`src/rtl/indexed_pixel_row_repacker_macros.svh`:
```
// Assertion macros shared by the pixel row repacker modules.
`ifndef INDEXED_PIXEL_ROW_REPACKER_MACROS_SVH
`define INDEXED_PIXEL_ROW_REPACKER_MACROS_SVH
`ifndef SYNTHESIS
`define IPR_ASSERT(label, clk, rst_n, prop) \
    label: assert property (@(posedge clk) disable iff (!rst_n) prop) \
        else $error("ipr assertion failed");
`define IPR_ASSERT_NEXT(label, clk, rst_n, cond, nxt) \
    label: assert property (@(posedge clk) disable iff (!rst_n) (cond) |=> (nxt)) \
        else $error("ipr assertion failed");
`else
`define IPR_ASSERT(label, clk, rst_n, prop)
`define IPR_ASSERT_NEXT(label, clk, rst_n, cond, nxt)
`endif
`endif

```
`src/rtl/ipr_pkg.sv`:
```
// Types and constants of the indexed pixel row repacker.
package ipr_pkg;

    localparam int unsigned WORD_W      = 32;
    localparam int unsigned BYTE_W      = 8;
    localparam int unsigned SLOT_W      = 6;
    localparam int unsigned LB_W        = 2;
    localparam int unsigned CFG_W       = 16;
    localparam int unsigned BITS_W      = 4;
    localparam int unsigned QUEUE_DEPTH = 4;
    localparam int unsigned ADDR_W      = 4;
    localparam int unsigned APB_W       = 32;

    localparam logic [1:0] REG_LOG2_BPP  = 2'd0;
    localparam logic [1:0] REG_CROP_X    = 2'd1;
    localparam logic [1:0] REG_ROW_WIDTH = 2'd2;

    typedef struct packed {
        logic [WORD_W-1:0] word;
        logic [SLOT_W-1:0] first_slot;
        logic [SLOT_W-1:0] end_slot;
        logic              done;
        logic              eor;
        logic              eor_short;
    } t_entry;

    typedef struct packed {
        logic [BYTE_W-1:0] data;
        logic              row_done;
        logic              short_row;
        logic              run_last;
    } t_result;

endpackage

```
`src/rtl/ipr_front.sv`:
```
// Front end: accepts source words and finds the kept pixel slots of each.
module ipr_front #(
    parameter int POS_WIDTH = 17
) (
    input  logic                              i_clk,
    input  logic                              i_rst_n,
    input  logic                              i_valid,
    output logic                              o_ready,
    input  logic [ipr_pkg::WORD_W-1:0]        i_word,
    input  logic                              i_eor,
    input  logic [ipr_pkg::LB_W-1:0]          i_log2_bpp,
    input  logic [ipr_pkg::CFG_W-1:0]         i_crop_x,
    input  logic [ipr_pkg::CFG_W-1:0]         i_row_width,
    input  logic                              i_full,
    output logic                              o_push,
    output ipr_pkg::t_entry                   o_entry
);

    localparam int EW = ((POS_WIDTH > 17) ? POS_WIDTH : 17) + 1;

    logic [POS_WIDTH-1:0] r_pos;
    logic [POS_WIDTH-1:0] n_pos;
    logic                 r_fin;
    logic                 n_fin;

    logic [EW-1:0] w_pos;
    logic [EW-1:0] w_crop;
    logic [EW-1:0] w_win_end;
    logic [EW-1:0] w_pos_max;
    logic [EW-1:0] w_npix;
    logic [EW-1:0] w_pos_end;
    logic [EW-1:0] w_lim;
    logic [EW-1:0] w_hi;
    logic [EW-1:0] w_lo;
    logic [EW-1:0] w_sat_end;
    logic          w_keep;
    logic          w_done;
    logic          w_accept;

    assign w_pos     = EW'(r_pos);
    assign w_crop    = EW'(i_crop_x);
    assign w_win_end = EW'(i_crop_x) + EW'(i_row_width);
    assign w_pos_max = EW'({POS_WIDTH{1'b1}});
    assign w_npix    = EW'(ipr_pkg::WORD_W) >> i_log2_bpp;
    assign w_pos_end = w_pos + w_npix;
    assign w_lim     = (w_win_end < w_pos_max) ? w_win_end : w_pos_max;
    assign w_hi      = (w_lim < w_pos_end) ? w_lim : w_pos_end;
    assign w_lo      = (w_crop > w_pos) ? w_crop : w_pos;
    assign w_sat_end = (w_pos_end < w_pos_max) ? w_pos_end : w_pos_max;
    assign w_keep    = !r_fin && (w_hi > w_lo);
    assign w_done    = w_keep && (w_hi == w_win_end);

    assign o_ready  = !i_full;
    assign w_accept = i_valid && !i_full;
    assign o_push   = w_accept;

    always_comb begin
        o_entry.word       = i_word;
        o_entry.first_slot = w_keep ? ipr_pkg::SLOT_W'(w_lo - w_pos) : '0;
        o_entry.end_slot   = w_keep ? ipr_pkg::SLOT_W'(w_hi - w_pos) : '0;
        o_entry.done       = w_done;
        o_entry.eor        = i_eor;
        o_entry.eor_short  = i_eor && !(r_fin || w_done) && (i_row_width != '0);
    end

    always_comb begin
        n_pos = i_eor ? '0 : w_sat_end[POS_WIDTH-1:0];
        n_fin = i_eor ? 1'b0 : (r_fin || w_done);
    end

    always_ff @(posedge i_clk) begin
        if (!i_rst_n) begin
            r_pos <= '0;
            r_fin <= 1'b0;
        end else if (w_accept) begin
            r_pos <= n_pos;
            r_fin <= n_fin;
        end
    end

endmodule

```
`src/rtl/ipr_queue.sv`:
```
// Short word queue between the front end and the packer.
`include "indexed_pixel_row_repacker_macros.svh"

module ipr_queue (
    input  logic            i_clk,
    input  logic            i_rst_n,
    input  logic            i_push,
    input  ipr_pkg::t_entry i_entry,
    output logic            o_full,
    output logic            o_valid,
    output ipr_pkg::t_entry o_entry,
    input  logic            i_pop
);

    localparam int PTR_W = $clog2(ipr_pkg::QUEUE_DEPTH);
    localparam int CNT_W = PTR_W + 1;

    ipr_pkg::t_entry r_mem [ipr_pkg::QUEUE_DEPTH];
    logic [PTR_W-1:0] r_wr;
    logic [PTR_W-1:0] r_rd;
    logic [CNT_W-1:0] r_count;
    logic [PTR_W-1:0] n_wr;
    logic [PTR_W-1:0] n_rd;

    assign o_full  = (r_count == CNT_W'(ipr_pkg::QUEUE_DEPTH));
    assign o_valid = (r_count != '0);
    assign o_entry = r_mem[r_rd];

    assign n_wr = (r_wr == PTR_W'(ipr_pkg::QUEUE_DEPTH - 1)) ? '0 : r_wr + 1'b1;
    assign n_rd = (r_rd == PTR_W'(ipr_pkg::QUEUE_DEPTH - 1)) ? '0 : r_rd + 1'b1;

    always_ff @(posedge i_clk) begin
        if (i_push) begin
            r_mem[r_wr] <= i_entry;
        end
    end

    always_ff @(posedge i_clk) begin
        if (!i_rst_n) begin
            r_wr    <= '0;
            r_rd    <= '0;
            r_count <= '0;
        end else begin
            if (i_push) begin
                r_wr <= n_wr;
            end
            if (i_pop) begin
                r_rd <= n_rd;
            end
            if (i_push && !i_pop) begin
                r_count <= r_count + 1'b1;
            end else if (!i_push && i_pop) begin
                r_count <= r_count - 1'b1;
            end
        end
    end

    `IPR_ASSERT(a_no_pop_empty, i_clk, i_rst_n, i_pop |-> (r_count != '0))
    `IPR_ASSERT(a_no_push_full, i_clk, i_rst_n, i_push |-> !o_full)

endmodule

```
`src/rtl/ipr_back.sv`:
```
// Packer: repacks kept pixels MSB first, at most one byte per cycle unless stalled.
`include "indexed_pixel_row_repacker_macros.svh"

module ipr_back (
    input  logic                     i_clk,
    input  logic                     i_rst_n,
    input  logic                     i_valid,
    input  ipr_pkg::t_entry          i_entry,
    output logic                     o_pop,
    input  logic [ipr_pkg::LB_W-1:0] i_log2_bpp,
    output logic                     o_valid,
    output ipr_pkg::t_result         o_result,
    input  logic                     i_ready
);

    localparam int SW = ipr_pkg::SLOT_W;
    localparam int BW = ipr_pkg::BITS_W;

    function automatic logic [7:0] pix_reverse(input logic [7:0] g, input logic [1:0] lb);
        logic [7:0] r;
        case (lb)
            2'd0:    r = {g[0], g[1], g[2], g[3], g[4], g[5], g[6], g[7]};
            2'd1:    r = {g[1:0], g[3:2], g[5:4], g[7:6]};
            2'd2:    r = {g[3:0], g[7:4]};
            default: r = g;
        endcase
        return r;
    endfunction

    logic [SW-1:0]             r_cur;
    logic                      r_fresh;
    logic [7:0]                r_accum;
    logic [BW-1:0]             r_bits;
    logic                      r_out_valid;
    ipr_pkg::t_result          r_out;

    logic [SW-1:0]             n_cur;
    logic                      n_fresh;
    logic [7:0]                n_accum;
    logic [BW-1:0]             n_bits;

    logic                      w_step;
    logic [SW-1:0]             w_c;
    logic [SW-1:0]             w_rem;
    logic [SW-1:0]             w_rem_n;
    logic [BW-1:0]             w_bpp;
    logic                      w_flush;
    logic [BW-1:0]             w_fit;
    logic [BW-1:0]             w_n;
    logic [BW-1:0]             w_nb;
    logic [7:0]                w_sh;
    logic [7:0]                w_grab;
    logic [7:0]                w_mask;
    logic [7:0]                w_acc;
    logic [BW-1:0]             w_bits_n;
    logic                      w_end;
    logic                      w_reach_done;
    logic                      w_full_byte;
    logic                      w_more_flush;
    logic                      w_more_byte;
    logic                      w_emit;
    ipr_pkg::t_result          w_res;

    assign w_step  = i_valid && (!r_out_valid || i_ready);
    assign w_c     = r_fresh ? i_entry.first_slot : r_cur;
    assign w_rem   = i_entry.end_slot - w_c;
    assign w_bpp   = BW'(1) << i_log2_bpp;
    assign w_flush = (w_rem != '0) && ((r_bits + w_bpp) > BW'(8));

    assign w_fit    = (BW'(8) - r_bits) >> i_log2_bpp;
    assign w_n      = (w_rem < SW'(w_fit)) ? w_rem[BW-1:0] : w_fit;
    assign w_nb     = w_n << i_log2_bpp;
    assign w_rem_n  = w_rem - SW'(w_n);
    assign w_sh     = 8'(w_c) << i_log2_bpp;
    assign w_grab   = 8'(i_entry.word >> w_sh[4:0]);
    assign w_mask   = ~(8'hFF >> w_nb);
    assign w_acc    = r_accum | ((pix_reverse(w_grab, i_log2_bpp) & w_mask) >> r_bits);
    assign w_bits_n = r_bits + w_nb;

    assign w_end        = (w_rem_n == '0);
    assign w_reach_done = w_end && i_entry.done;
    assign w_full_byte  = (w_bits_n == BW'(8)) || w_reach_done;

    assign w_more_flush = ((9'(w_rem) << i_log2_bpp) >= 9'd8) || i_entry.done
                          || i_entry.eor_short;
    assign w_more_byte  = (w_rem_n != '0) && (((9'(w_rem_n) << i_log2_bpp) >= 9'd8)
                          || i_entry.done || i_entry.eor_short);

    always_comb begin
        w_emit  = 1'b0;
        w_res   = '0;
        n_cur   = r_cur;
        n_fresh = r_fresh;
        n_accum = r_accum;
        n_bits  = r_bits;
        if (w_flush) begin
            w_emit         = 1'b1;
            w_res.data     = r_accum;
            w_res.run_last = !w_more_flush;
            n_cur          = w_c;
            n_fresh        = 1'b0;
            n_accum        = '0;
            n_bits         = '0;
        end else begin
            if (w_full_byte) begin
                w_emit          = 1'b1;
                w_res.data      = w_acc;
                w_res.row_done  = w_reach_done || (w_end && i_entry.eor_short);
                w_res.short_row = w_end && i_entry.eor_short;
                w_res.run_last  = !w_more_byte;
            end else if (w_end && i_entry.eor_short) begin
                w_emit          = 1'b1;
                w_res.data      = w_acc;
                w_res.row_done  = 1'b1;
                w_res.short_row = 1'b1;
                w_res.run_last  = 1'b1;
            end
            if (w_full_byte || (w_end && i_entry.eor)) begin
                n_accum = '0;
                n_bits  = '0;
            end else begin
                n_accum = w_acc;
                n_bits  = w_bits_n;
            end
            if (w_end) begin
                n_fresh = 1'b1;
            end else begin
                n_cur   = w_c + SW'(w_n);
                n_fresh = 1'b0;
            end
        end
    end

    assign o_pop    = w_step && !w_flush && w_end;
    assign o_valid  = r_out_valid;
    assign o_result = r_out;

    always_ff @(posedge i_clk) begin
        if (!i_rst_n) begin
            r_cur       <= '0;
            r_fresh     <= 1'b1;
            r_accum     <= '0;
            r_bits      <= '0;
            r_out_valid <= 1'b0;
        end else begin
            if (w_step) begin
                r_cur   <= n_cur;
                r_fresh <= n_fresh;
                r_accum <= n_accum;
                r_bits  <= n_bits;
            end
            if (w_step && w_emit) begin
                r_out_valid <= 1'b1;
            end else if (i_ready) begin
                r_out_valid <= 1'b0;
            end
        end
    end

    always_ff @(posedge i_clk) begin
        if (w_step && w_emit) begin
            r_out <= w_res;
        end
    end

    `IPR_ASSERT(a_short_has_done, i_clk, i_rst_n, (r_out_valid && r_out.short_row) |-> r_out.row_done)
    `IPR_ASSERT_NEXT(a_eor_clears, i_clk, i_rst_n, o_pop && i_entry.eor, r_bits == '0)

endmodule

```
`src/rtl/indexed_pixel_row_repacker.sv`:
```
// Top level: configuration registers, front end, word queue and packer.
// A word's first byte passes the word queue and the packer output register before it is shown.
// Throughput: at most one output byte per cycle unless the output stalls; a word takes one packer
// step per output byte, one for a partial remainder and one for a pixel size change mid-byte.
// Reset: synchronous, active low; clears position, queue and accumulator and
// loads log2_bpp 0, crop_x 0, row_width 1.
module indexed_pixel_row_repacker #(
    parameter int POS_WIDTH = 17
) (
    input  logic                        i_clk,
    input  logic                        i_rst_n,
    input  logic                        psel,
    input  logic                        penable,
    input  logic                        pwrite,
    input  logic [ipr_pkg::ADDR_W-1:0]  paddr,
    input  logic [ipr_pkg::APB_W-1:0]   pwdata,
    output logic [ipr_pkg::APB_W-1:0]   prdata,
    output logic                        pready,
    input  logic                        s_axis_tvalid,
    output logic                        s_axis_tready,
    input  logic [31:0]                 s_axis_tdata,   // [31:0] src_word
    input  logic                        s_axis_tlast,
    output logic                        m_axis_tvalid,
    input  logic                        m_axis_tready,
    output logic [7:0]                  m_axis_tdata,   // [7:0] out_byte
    output logic                        m_axis_tlast,
    output logic [1:0]                  m_axis_tuser    // [0] short_row, [1] run_last
);

    logic [ipr_pkg::LB_W-1:0]  r_log2_bpp;
    logic [ipr_pkg::CFG_W-1:0] r_crop_x;
    logic [ipr_pkg::CFG_W-1:0] r_row_width;

    logic             w_cfg_wr;
    logic [1:0]       w_reg_idx;
    logic             w_push;
    logic             w_full;
    logic             w_q_valid;
    logic             w_pop;
    ipr_pkg::t_entry  w_in_entry;
    ipr_pkg::t_entry  w_head;
    ipr_pkg::t_result w_result;

    assign pready    = 1'b1;
    assign w_reg_idx = paddr[3:2];
    assign w_cfg_wr  = psel && penable && pwrite && pready;

    always_ff @(posedge i_clk) begin
        if (!i_rst_n) begin
            r_log2_bpp  <= '0;
            r_crop_x    <= '0;
            r_row_width <= ipr_pkg::CFG_W'(1);
        end else if (w_cfg_wr) begin
            unique case (w_reg_idx)
                ipr_pkg::REG_LOG2_BPP:  r_log2_bpp  <= pwdata[ipr_pkg::LB_W-1:0];
                ipr_pkg::REG_CROP_X:    r_crop_x    <= pwdata[ipr_pkg::CFG_W-1:0];
                ipr_pkg::REG_ROW_WIDTH: r_row_width <= pwdata[ipr_pkg::CFG_W-1:0];
                default: ;
            endcase
        end
    end

    always_comb begin
        unique case (w_reg_idx)
            ipr_pkg::REG_LOG2_BPP:  prdata = ipr_pkg::APB_W'(r_log2_bpp);
            ipr_pkg::REG_CROP_X:    prdata = ipr_pkg::APB_W'(r_crop_x);
            ipr_pkg::REG_ROW_WIDTH: prdata = ipr_pkg::APB_W'(r_row_width);
            default:                prdata = '0;
        endcase
    end

    ipr_front #(
        .POS_WIDTH (POS_WIDTH)
    ) u_front (
        .i_clk       (i_clk),
        .i_rst_n     (i_rst_n),
        .i_valid     (s_axis_tvalid),
        .o_ready     (s_axis_tready),
        .i_word      (s_axis_tdata),
        .i_eor       (s_axis_tlast),
        .i_log2_bpp  (r_log2_bpp),
        .i_crop_x    (r_crop_x),
        .i_row_width (r_row_width),
        .i_full      (w_full),
        .o_push      (w_push),
        .o_entry     (w_in_entry)
    );

    ipr_queue u_queue (
        .i_clk   (i_clk),
        .i_rst_n (i_rst_n),
        .i_push  (w_push),
        .i_entry (w_in_entry),
        .o_full  (w_full),
        .o_valid (w_q_valid),
        .o_entry (w_head),
        .i_pop   (w_pop)
    );

    ipr_back u_back (
        .i_clk      (i_clk),
        .i_rst_n    (i_rst_n),
        .i_valid    (w_q_valid),
        .i_entry    (w_head),
        .o_pop      (w_pop),
        .i_log2_bpp (r_log2_bpp),
        .o_valid    (m_axis_tvalid),
        .o_result   (w_result),
        .i_ready    (m_axis_tready)
    );

    assign m_axis_tdata = w_result.data;
    assign m_axis_tlast = w_result.row_done;
    assign m_axis_tuser = {w_result.run_last, w_result.short_row};

endmodule

```
`config.mk`:
```
export PLATFORM = sky130hd
export DESIGN_NAME = indexed_pixel_row_repacker
export DESIGN_NICKNAME = d
export VERILOG_FILES = /design/src/rtl/ipr_pkg.sv /design/src/rtl/ipr_front.sv /design/src/rtl/ipr_queue.sv /design/src/rtl/ipr_back.sv /design/src/rtl/indexed_pixel_row_repacker.sv
export VERILOG_INCLUDE_DIRS = /design/src /design/src/rtl
export SDC_FILE = /design/constraint.sdc
export NUM_CORES = 1
export LEC_CHECK = 0
export BUFFER_PORTS_ARGS = -buffer_cell sky130_fd_sc_hd__buf_2
export CAP_MARGIN = 20
export CORE_MARGIN = 4
export CORE_UTILIZATION = 30
export DETAILED_ROUTE_END_ITERATION = 12
export PLACE_DENSITY = 0.43
export SYNTH_ARGS = -nofsm -noshare
export SYNTH_HDL_FRONTEND = slang
export SYNTH_SLANG_ARGS = --single-unit
```
`constraint.sdc`:
```
create_clock -name i_clk -period 21.7 [get_ports i_clk]
set_input_delay 1.085 -clock i_clk [delete_from_list [all_inputs] [get_ports i_clk]]
set_output_delay 1.085 -clock i_clk [all_outputs]
set_load 0.01 [all_outputs]
```
==> results.py, run 1 <==
metrics = {
    "outcome": {
        "outcome": "finished clean",
    },
    "sta": {
        "hold_violations": 0,
        "worst_slew_margin_rel_pct": 39.9,
        "maxClockFrequency_ghz": 0.109,
        "fin_ws_ns": 12.53,
        "final.min_clock_period_ns": 9.17,
        "slew_viol_final": 0,
        "rsz_0062_raised_after_global_routing": "no",
        "timing.final.setup_violations": 0,
        "worst_clock_skew_ns": 0.0282,
        "fin_tns_setup_ns": 0,
        "tightest_slew_ns": 0.899,
        "min_period_over_period_pct": 42.2,
    },
    "global_routing": {
        "grt.total_usage_pct": 16.5,
        "grt_pass1_vias": 13300,
        "grt_overflow_total": 0,
        "grt_max_degree": 63,
        "antenna_violations_before_repair": 0,
        "grt_pass1_wl_mm": 81.7,
    },
    "clock_tree": {
        "htreeDepth": 2,
        "cts_resized": 0,
        "clkLatencyLatePin_ns": 0.56,
        "cts-root-to-sink-buffers": 3,
        "clock_tree.root_cell": "clkbuf_16",
        "cts_hold_buf": 0,
        "cts.repair_timing.setup_buffer_count": 0,
        "tritoncts": "built",
        "cts_buffers": 35,
        "cts.reportedPaths.clkPinSlew_ns": 0.06,
        "clock-sinks": 279,
    },
    "yosys": {
        "synth_top_area_share_pct": 33.4,
        "synth_top_family_by_area": "compound AO/OA/AOI/OAI gates",
        "synthCells": 1670,
        "synth_sequential_area_ratio_pct": 42.4,
        "synth-adder-area-share_pct": 8.68,
        "seq_cells_post_synth": 279,
        "synth_ff_type": "edfxtp_1",
        "synth.area.mux_share_pct": 12.0,
        "synth_compound_gate_area_share_pct": 16.8,
        "synth_enable_flop_cells": 199,
        "yosys.area_share.xor_xnor_pct": 3.93,
        "yosys.area.top_type": "edfxtp_1",
        "synth_cell_type_count": 99,
        "synth.yosys.warnings": 0,
        "post_synth_and_or_nand_nor_area_fraction_pct": 12.0,
        "postSynth.asyncResetShare_pct": 0,
        "netlist_area_um2": 17900,
        "synth_area_per_cell_um2": 10.7,
        "netlist_top_cells_area": "edfxtp_1 (33%), dfxtp_1 (9.0%), ha_1 (7.6%)",
    },
    "pwr": {
        "power.density_cell_area_nw_per_um2": 158,
        "leakage_nw": 7.60,
        "vdd_drop_max_uv": 83.5,
    },
    "cells_and_area": {
        "final_cell_area_um2": 20200,
        "layout_commonest_cell": "edfxtp_1",
        "layout-area-overhead-vs-synth_pct": 13.1,
        "final_layout_size_suffix_gt1_share_pct": 16.3,
        "antenna-diode-count": 0,
        "fillCellCount": 5969,
        "most-common-layout-cells": "edfxtp_1 (199), nand2_1 (147), a21oi_1 (124)",
        "post_layout_net_count": 1933,
    },
    "route": {
        "wirelength_met1_mm": 24.9,
        "dr.first_iter.drc_count": 883,
        "met2_length_mm": 25.0,
        "via_count": 13400,
        "avgRoutedWirePerCell_um": 21.1,
        "drt-total-wl_mm": 53.6,
        "highest-signal-layer": "met4",
        "drc_errors": 0,
        "met3WireLength_mm": 2.48,
        "first_pass_iters": 5,
        "route.antenna.remaining_nets": 0,
        "viasPerCell": 5.29,
    },
    "placed_design": {
        "port-buffer-count": 86,
        "preCtsSetupSlack_ns": 12.45,
        "globalplace.congestion": 0.865,
        "placedInstanceArea_um2": 19100,
        "dpl.hpwl_mm": 39.0,
    },
    "critical_path": {
        "worst_setup_path_end_kind": "register",
        "largest_incremental_delay_on_the_critical_path_ns": 0.83,
        "critical_path.max_fanout": 28,
        "timing.critical_path.arrival_ns": 9.64,
        "cp_common_cell": "inv_1",
        "cp_top_family": "simple AND/OR/NAND/NOR gates",
        "crit_slowest_cell": "or4_1",
        "critical_path_class": "reg2reg",
        "timing.critical_path.buf_inv": 6,
        "start_kind": "register",
        "cp.required_ns": 22.17,
    },
    "floorplan": {
        "floorplan.die_area_um2": 63500,
        "fp.dieW_um": 252,
        "pin_count": 122,
        "core_region_area_um2": 59000,
        "placementRows": 89,
        "start_util_pct": 30.3,
        "die_y_um": 252,
    },
    "worst_hold_path": {
        "min-delay-path-class": "reg2reg",
        "hold_path.startpoint": "u_back.r_accum[6]",
    },
    "run": {
        "max_cap_viol_count": 0,
    },
}
## metal layers
layer / track usage, % / vias to the layer above
met2: 26.7 / 287
met5: 0 / -
li1: - / 6438
met4: 4.24 / 0
met3: 2.85 / 73
met1: 23.0 / 6639
## path summary, 6_finish.rpt
| kind | end | depth (start not counted) | slack (ns) |
|---|---|---|---|
| worst max-delay path | u_queue.r_count[2] | 30 | 12.53 |
| worst min-delay path | u_back.r_accum[6] | 2 | 0.46 |
| worst max register to register | u_queue.r_count[2] | 30 | 12.53 |
| worst min register to register | u_back.r_accum[6] | 2 | 0.46 |
## Yosys cell counts (30+ instances only)
master,n
edfxtp_1,199
nand2_1,147
a21oi_1,124
nor2_1,111
ha_1,108
dfxtp_1,80
inv_1,73
mux2i_1,67
o21ai_0,66
mux4_2,47
clkbuf_1,45
xnor2_1,41
a21o_1,33
nand3_1,31
mux2_2,30
## through the flow
step	utilization [%]	total power [mW]	instances	hold WS, ns
6_report	34.2	3.18	2539	0.460
5_1_grt	34.2	3.42	2539	0.499
4_1_cts	34.2	3.20	2538	0.464
3_5_place_dp	32.3	2.60	2474	0.457
3_3_place_gp	32.3	2.60	2473	0.440
2_1_floorplan	-	2.10	1685	0.431
## cell families after synthesis
kind of cell,after synthesis
buffers and inverters,169
adder cells (fa/ha/maj),118
XOR/XNOR,71
AND/OR/NAND/NOR,446
flip-flops,279
AO/OA/AOI/OAI,436
multiplexers,149
other,2
## power breakdown
group / internal (mW) / total, mW / switching (mW) / leakage, nW
logic: 0.729 / 1.88 / 1.15 / 4.54
clock network: 0.345 / 0.584 / 0.239 / 0.557
registers: 0.671 / 0.719 / 0.0473 / 2.50
## area by class of cell
type | instances | area, µm² | area share (%)
clock inverter | 20 | 214 | 1.06
inverter | 78 | 298 | 1.47
sequential | 279 | 7580 | 37.5
clock buffer | 44 | 930 | 4.60
tap | 773 | 967 | 4.79
timing repair buffer | 108 | 596 | 2.95
multi-input combinational | 1237 | 9620 | 47.6
## sequential cells by signal, indices dropped and copies added (netlist names), 3 cells and up, named ones only
| signal | count |
|---|---|
| u_back.r_cur | 6 |
| u_back.r_bits | 4 |
| u_front.r_pos | 16 |
| r_row_width | 16 |
| u_queue.r_mem | 188 |
| r_crop_x | 16 |
| u_queue.r_count | 3 |
| u_back.r_accum | 8 |
| u_back.o_result | 11 |
## worst register-to-register path: cells and delay by family (launching register included)
| kind | cells | cell delay, ns |
|---|---|---|
| AOI/OAI and AO/OA | 6 | 1.25 |
| xor gates and xnor gates | 1 | 0.07 |
| adders and majority gates | 5 | 1.21 |
| buffers and inverters | 6 | 1.21 |
| DFF | 1 | 0.70 |
| muxes | 3 | 1.43 |
| and+or+nand+nor | 9 | 3.24 |
No activity file was read; power rests on OpenSTA's default activity.
==> run 2, diff against run 1 <==
- ABC_AREA: unset -> 1
- PLACE_DENSITY: 0.43 -> 0.45
- clock period: 21.7 -> 8.1 ns (I/O delays scaled with it)
==> run 2 against run 1 <==
Via count up 13%. Cell count up 20%. Synthesized cell count up 32%. Hold slack worse by 0.38 ns. Register-to-register slack worse by 12 ns. Design area down 2.2%. First-iteration DRC count up 22%. Area after synthesis down 1.3%. Clock skew down 0.0012 ns.
==> results.py, run 2 <==
metrics = {
    "clock_tree": {
        "cts_hold_buf": 0,
        "cts_resized": 0,
        "clock_tree.root_cell": "clkbuf_16",
        "cts_buffers": 34,
        "cts.repair_timing.setup_buffer_count": 0,
        "htreeDepth": 2,
        "clock-sinks": 279,
        "cts-root-to-sink-buffers": 3,
        "tritoncts": "built",
        "clkLatencyLatePin_ns": 0.54,
        "cts.reportedPaths.clkPinSlew_ns": 0.06,
    },
    "critical_path": {
        "critical_path.max_fanout": 35,
        "start_kind": "register",
        "worstReg2RegStart": "r_log2_bpp[0]",
        "critical_path_class": "reg2reg",
        "largest_incremental_delay_on_the_critical_path_ns": 0.59,
        "rrSetupSlack_ns": 0.98,
        "cp.required_ns": 8.36,
        "reg2regPathDepth": 35,
        "worstReg2RegEnd": "u_queue.r_mem[3][0]",
        "timing.critical_path.arrival_ns": 7.38,
        "cp_common_cell": "nand2_1",
        "worst_setup_path_end_kind": "register",
        "crit_slowest_cell": "dfxtp_1",
    },
    "route": {
        "dr.first_iter.drc_count": 1079,
        "route.antenna.remaining_nets": 0,
        "viasPerCell": 5.01,
        "drc_errors": 0,
        "drt-total-wl_mm": 54.0,
        "first_pass_iters": 5,
        "via_count": 15200,
        "avgRoutedWirePerCell_um": 17.8,
    },
    "yosys": {
        "post-synth-top-count-cell": "nand2_1",
        "synth_area_per_cell_um2": 8.01,
        "yosys.area.top_type": "edfxtp_1",
        "synth_top_area_share_pct": 33.9,
        "seq_cells_post_synth": 279,
        "postSynth.asyncResetShare_pct": 0,
        "synth_ff_type": "edfxtp_1",
        "synth.yosys.warnings": 0,
        "synth_enable_flop_cells": 199,
        "netlist_area_um2": 17600,
        "synth_cell_type_count": 54,
        "most_frequent_cells_after_synthesis": "nand2_1 (482), nand3_1 (258), inv_1 (207)",
        "netlist_top_cells_area": "edfxtp_1 (34%), nand2_1 (10%), dfxtp_1 (9.1%)",
        "synth_sequential_area_ratio_pct": 42.9,
        "synthCells": 2202,
    },
    "worst_hold_path": {
        "min-delay-path-class": "in2reg",
        "timing.hold.worst_path_depth": 1,
        "worst_hold_endpoint": "u_queue.r_mem[1][25]",
        "hold_path.startpoint": "s_axis_tdata[10]",
    },
    "cells_and_area": {
        "final_layout_size_suffix_gt1_share_pct": 9.14,
        "flip_flop_count_of_the_largest_register_after_layout": 188,
        "layout-area-overhead-vs-synth_pct": 12.0,
        "layout_commonest_cell": "nand2_1",
        "most-common-layout-cells": "nand2_1 (482), nand3_1 (258), inv_1 (207)",
        "fillCellCount": 6085,
        "post_layout_net_count": 2450,
        "regMostFlops": "u_queue.r_mem",
        "antenna-diode-count": 0,
    },
    "placed_design": {
        "globalplace.congestion": 0.904,
        "dpl.hpwl_mm": 38.6,
        "port-buffer-count": 86,
    },
    "global_routing": {
        "grt.total_usage_pct": 16.7,
        "antenna_violations_before_repair": 1,
        "grt_busiest_layer": "met2",
        "grt_util_met1_pct": 22.7,
        "global_route.usage.met2_pct": 27.5,
        "grt_pass1_wl_mm": 83.9,
        "grt_pass1_vias": 14700,
        "grt.met3_usage_pct": 2.87,
        "grt_max_degree": 71,
        "grt_overflow_total": 0,
    },
    "sta": {
        "hold_violations": 0,
        "rsz_0062_raised_after_global_routing": "no",
        "worst_slew_margin_rel_pct": 31.7,
        "maxClockFrequency_ghz": 0.140,
        "slew_viol_final": 0,
        "timing.final.setup_violations": 0,
        "fin_tns_setup_ns": 0,
        "worst_clock_skew_ns": 0.0270,
        "tightest_slew_ns": 1.02,
        "min_period_over_period_pct": 87.9,
        "final.min_clock_period_ns": 7.12,
    },
    "floorplan": {
        "core_region_area_um2": 57900,
        "start_util_pct": 30.5,
        "fp.dieW_um": 251,
        "placementRows": 88,
        "floorplan.die_area_um2": 62800,
        "pin_count": 122,
        "die_y_um": 251,
    },
    "outcome": {
        "outcome": "finished clean",
    },
    "run": {
        "max_cap_viol_count": 0,
    },
}
[run 2: cell types whose count changed after synthesis, sizes merged, moves of 60 or more]
cell,change
o21ai,+139
nand3,+239
mux2i,-68
inv,+139
nand2,+346
nor2,+60
[run 2: stage by stage]
| step | instances | utilization [%] | area [µm²] | worst slack [ns] | hold slack [ns] |
|---|---|---|---|---|---|
| floorplan | 2217 | - | 17700 | 2.21 | 0.445 |
| global placement | 2984 | 32.3 | 18700 | 1.21 | 0.457 |
| detailed placement | 2985 | 32.3 | 18700 | 1.01 | 0.471 |
| CTS | 3041 | 34.1 | 19800 | 1.00 | 0.0479 |
| global route | 3041 | 34.1 | 19800 | 0.382 | 0.0643 |
| finish | 3041 | 34.1 | 19800 | 0.980 | 0.0778 |
[run 2: critical path: cells and delay by family, from the launching register on]
kind / cells / cell delay (ns)
DFF: 1 / 0.59
AOI/OAI and AO/OA: 6 / 0.95
and+or+nand+nor: 22 / 3.33
buffers and inverters: 4 / 0.99
adders and majority gates: 3 / 0.95
[run 2: logic make-up after synthesis]
kind of cell	after synthesis	synth area share (%)
other cells	2	0.0426
simple gates	1001	24.8
fa+ha+maj	118	8.79
compound gates	439	13.5
buf+inv	326	7.97
xor+xnor	37	1.88
flops	279	42.9
[run 2: how the worst max path moves through the flow]
| stage | startpoint | cells past startpoint | to | slack (ns) |
|---|---|---|---|---|
| floorplan | register | 35 | u_queue.r_count[1] | 2.21 |
| global placement | register | 33 | u_queue.r_count[1] | 1.21 |
| detailed placement | r_log2_bpp[0] | 35 | u_queue.r_mem[2][0] | 1.01 |
| CTS | r_log2_bpp[0] | 35 | u_queue.r_mem[2][0] | 1.00 |
| global route | r_log2_bpp[0] | 36 | u_queue.r_mem[2][0] | 0.38 |
| finish | r_log2_bpp[0] | 35 | u_queue.r_mem[3][0] | 0.98 |
[run 2: area by class of cell]
type,count,area [µm²],area share [%]
Multi-Input combinational cell,1612,8750,44.3
Sequential cell,279,7580,38.4
Tap cell,765,957,4.84
Clock buffer,43,927,4.69
Inverter,220,826,4.18
Timing Repair Buffer,109,623,3.15
Clock inverter,13,100,0.507
[run 2: per-layer routing]
layer | part of all wire (%) | wire (µm)
met1 | 46 | 24900
met2 | 47 | 25300
met4 | 2.4 | 1310
met3 | 4.5 | 2430
met5 | 0.013 | 7
Power of run 2 is left out: the tool's default activity adds up to more than one toggle a clock period on the data nets, which glitch-free logic cannot reach.
==> run 3, diff against run 2 <==
- CORE_ASPECT_RATIO: unset -> 1.75
- CTS_BUF_LIST: unset -> sky130_fd_sc_hd__clkbuf_4 sky130_fd_sc_hd__clkbuf_8
==> run 3 against run 2 <==
Hold slack better by 0.0053 ns. Sequential cell count unchanged. Fmax up 2.2%. Global-route usage up 1.6 points. Non-clock buffer count up 41. Register-to-register slack better by 0.15 ns. Die area up 0.24%. Sequential share of layout area down 0.79 points.
==> results.py, run 3 (synthesis results as in run 2) <==
metrics = {
    "critical_path": {
        "start_kind": "register",
        "crit_slowest_cell": "dfxtp_2",
        "timing.critical_path.buf_inv": 11,
        "cp_common_cell": "inv_1",
        "critical_path_depth": 34,
        "worst_setup_path_end_kind": "register",
        "largest_incremental_delay_on_the_critical_path_ns": 0.70,
        "critical_path.max_fanout": 20,
        "timing.critical_path.arrival_ns": 7.47,
        "cp_top_family": "adder cells",
        "critical_path_class": "reg2reg",
        "cp.required_ns": 8.60,
        "reg2regPathDepth": 34,
    },
    "sta": {
        "rsz_0062_raised_after_global_routing": "no",
        "worst_slew_margin_rel_pct": 34.4,
        "tightest_slew_ns": 0.981,
        "worst_clock_skew_ns": 0.0443,
        "timing.final.setup_violations": 0,
        "fin_tns_setup_ns": 0,
        "hold_violations": 0,
        "slew_viol_final": 0,
        "maxClockFrequency_ghz": 0.143,
        "final.min_clock_period_ns": 6.97,
        "min_period_over_period_pct": 86.0,
    },
    "run": {
        "max_cap_viol_count": 0,
    },
    "clock_tree": {
        "cts_buffers": 46,
        "cts-root-to-sink-buffers": 3,
        "clock_tree.root_cell": "clkbuf_8",
        "cts.reportedPaths.clkPinSlew_ns": 0.07,
        "cts.repair_timing.setup_buffer_count": 0,
        "cts_resized": 0,
        "cts_hold_buf": 41,
        "tritoncts": "built",
        "clkLatencyLatePin_ns": 0.63,
        "htreeDepth": 2,
        "clock-sinks": 279,
    },
    "floorplan": {
        "core_region_area_um2": 58300,
        "start_util_pct": 30.3,
        "pin_count": 122,
        "placementRows": 117,
        "die_y_um": 329,
        "fp.dieW_um": 191,
        "floorplan.die_area_um2": 62900,
    },
    "cells_and_area": {
        "multiInputGateArea_um2": 8750,
        "flip_flop_count_of_the_largest_register_after_layout": 188,
        "regMostFlops": "u_queue.r_mem",
        "most-common-layout-cells": "nand2_1 (482), nand3_1 (258), inv_1 (207)",
        "layout-area-overhead-vs-synth_pct": 14.4,
        "layout_commonest_cell": "nand2_1",
        "final_layout_size_suffix_gt1_share_pct": 10.3,
        "register_area_um2": 7580,
        "fillCellCount": 6244,
        "post_layout_net_count": 2503,
    },
    "global_routing": {
        "grt_pass1_wl_mm": 89.3,
        "antenna_violations_before_repair": 3,
        "grt_overflow_total": 0,
        "grt_pass1_vias": 15900,
        "grt.total_usage_pct": 18.3,
        "grt_max_degree": 67,
    },
    "route": {
        "met3WireLength_mm": 1.40,
        "highest-signal-layer": "met4",
        "first_pass_iters": 7,
        "dr.first_iter.drc_count": 838,
        "via_count": 15600,
        "route.antenna.remaining_nets": 0,
        "drt-total-wl_mm": 58.4,
        "met2_length_mm": 33.6,
        "viasPerCell": 5.00,
        "avgRoutedWirePerCell_um": 18.7,
        "wirelength_met1_mm": 20.9,
        "drc_errors": 0,
    },
    "worst_hold_path": {
        "min-delay-path-class": "in2reg",
        "timing.hold.worst_path_depth": 3,
    },
    "outcome": {
        "outcome": "finished clean",
    },
    "placed_design": {
        "dpl.hpwl_mm": 43.4,
        "globalplace.congestion": 0.937,
        "port-buffer-count": 86,
    },
}
==> run 3: cell count changes in the layout (fill, tap and decap cells not counted), moves of 7 or more <==
cell,before,now
clkbuf_4,0,13
dlygate4sd3_1,0,41
clkbuf_8,0,50
clkbuf_1,7,0
clkbuf_16,36,0
==> run 3: layout make-up <==
class	instances	share of cell area, %
Timing Repair Buffer	150	5.18
Sequential cell	279	37.6
Clock inverter	20	1.08
Inverter	220	4.09
Multi-Input combinational cell	1612	43.4
Clock buffer	63	3.89
Antenna cell	3	0.0372
Tap cell	773	4.79
==> run 3: stage by stage <==
| stage | util [%] | worst slack [ns] | instances | cell area (µm²) | hold slack, ns |
|---|---|---|---|---|---|
| floorplan | - | 2.21 | 2217 | 17700 | 0.445 |
| global placement | 32.1 | 1.12 | 2992 | 18700 | 0.453 |
| detailed placement | 32.1 | 1.02 | 2992 | 18700 | 0.461 |
| CTS | 34.6 | 1.01 | 3116 | 20100 | 0.0269 |
| global route | 34.6 | 0.474 | 3119 | 20200 | 0.0921 |
| finish | 34.6 | 1.13 | 3120 | 20200 | 0.0831 |
==> run 3: routing by layer <==
layer | up-vias | global-route usage (%)
li1 | 7757 | -
met1 | 7397 | 17.8
met2 | 334 | 37.7
met3 | 109 | 1.87
met4 | 0 | 7.89
met5 | - | 0
==> run 3: tightest hold or removal path, cell delays in order <==
cell	delay (ns)
buf_2	0.08
o21ai_0	0.07
a21oi_1	0.10
==> run 3: final timing paths <==
check / slack [ns] / from / to
setup reg to reg: 1.13 / register / u_queue.r_count[1]
hold / removal: 0.08 / pwdata[5] / r_row_width[5]
setup / recovery: 1.13 / register / u_queue.r_count[1]
hold reg to reg: 0.47 / u_back.r_accum[1] / u_back.r_accum[1]
Power of run 3 is left out for the same reason.
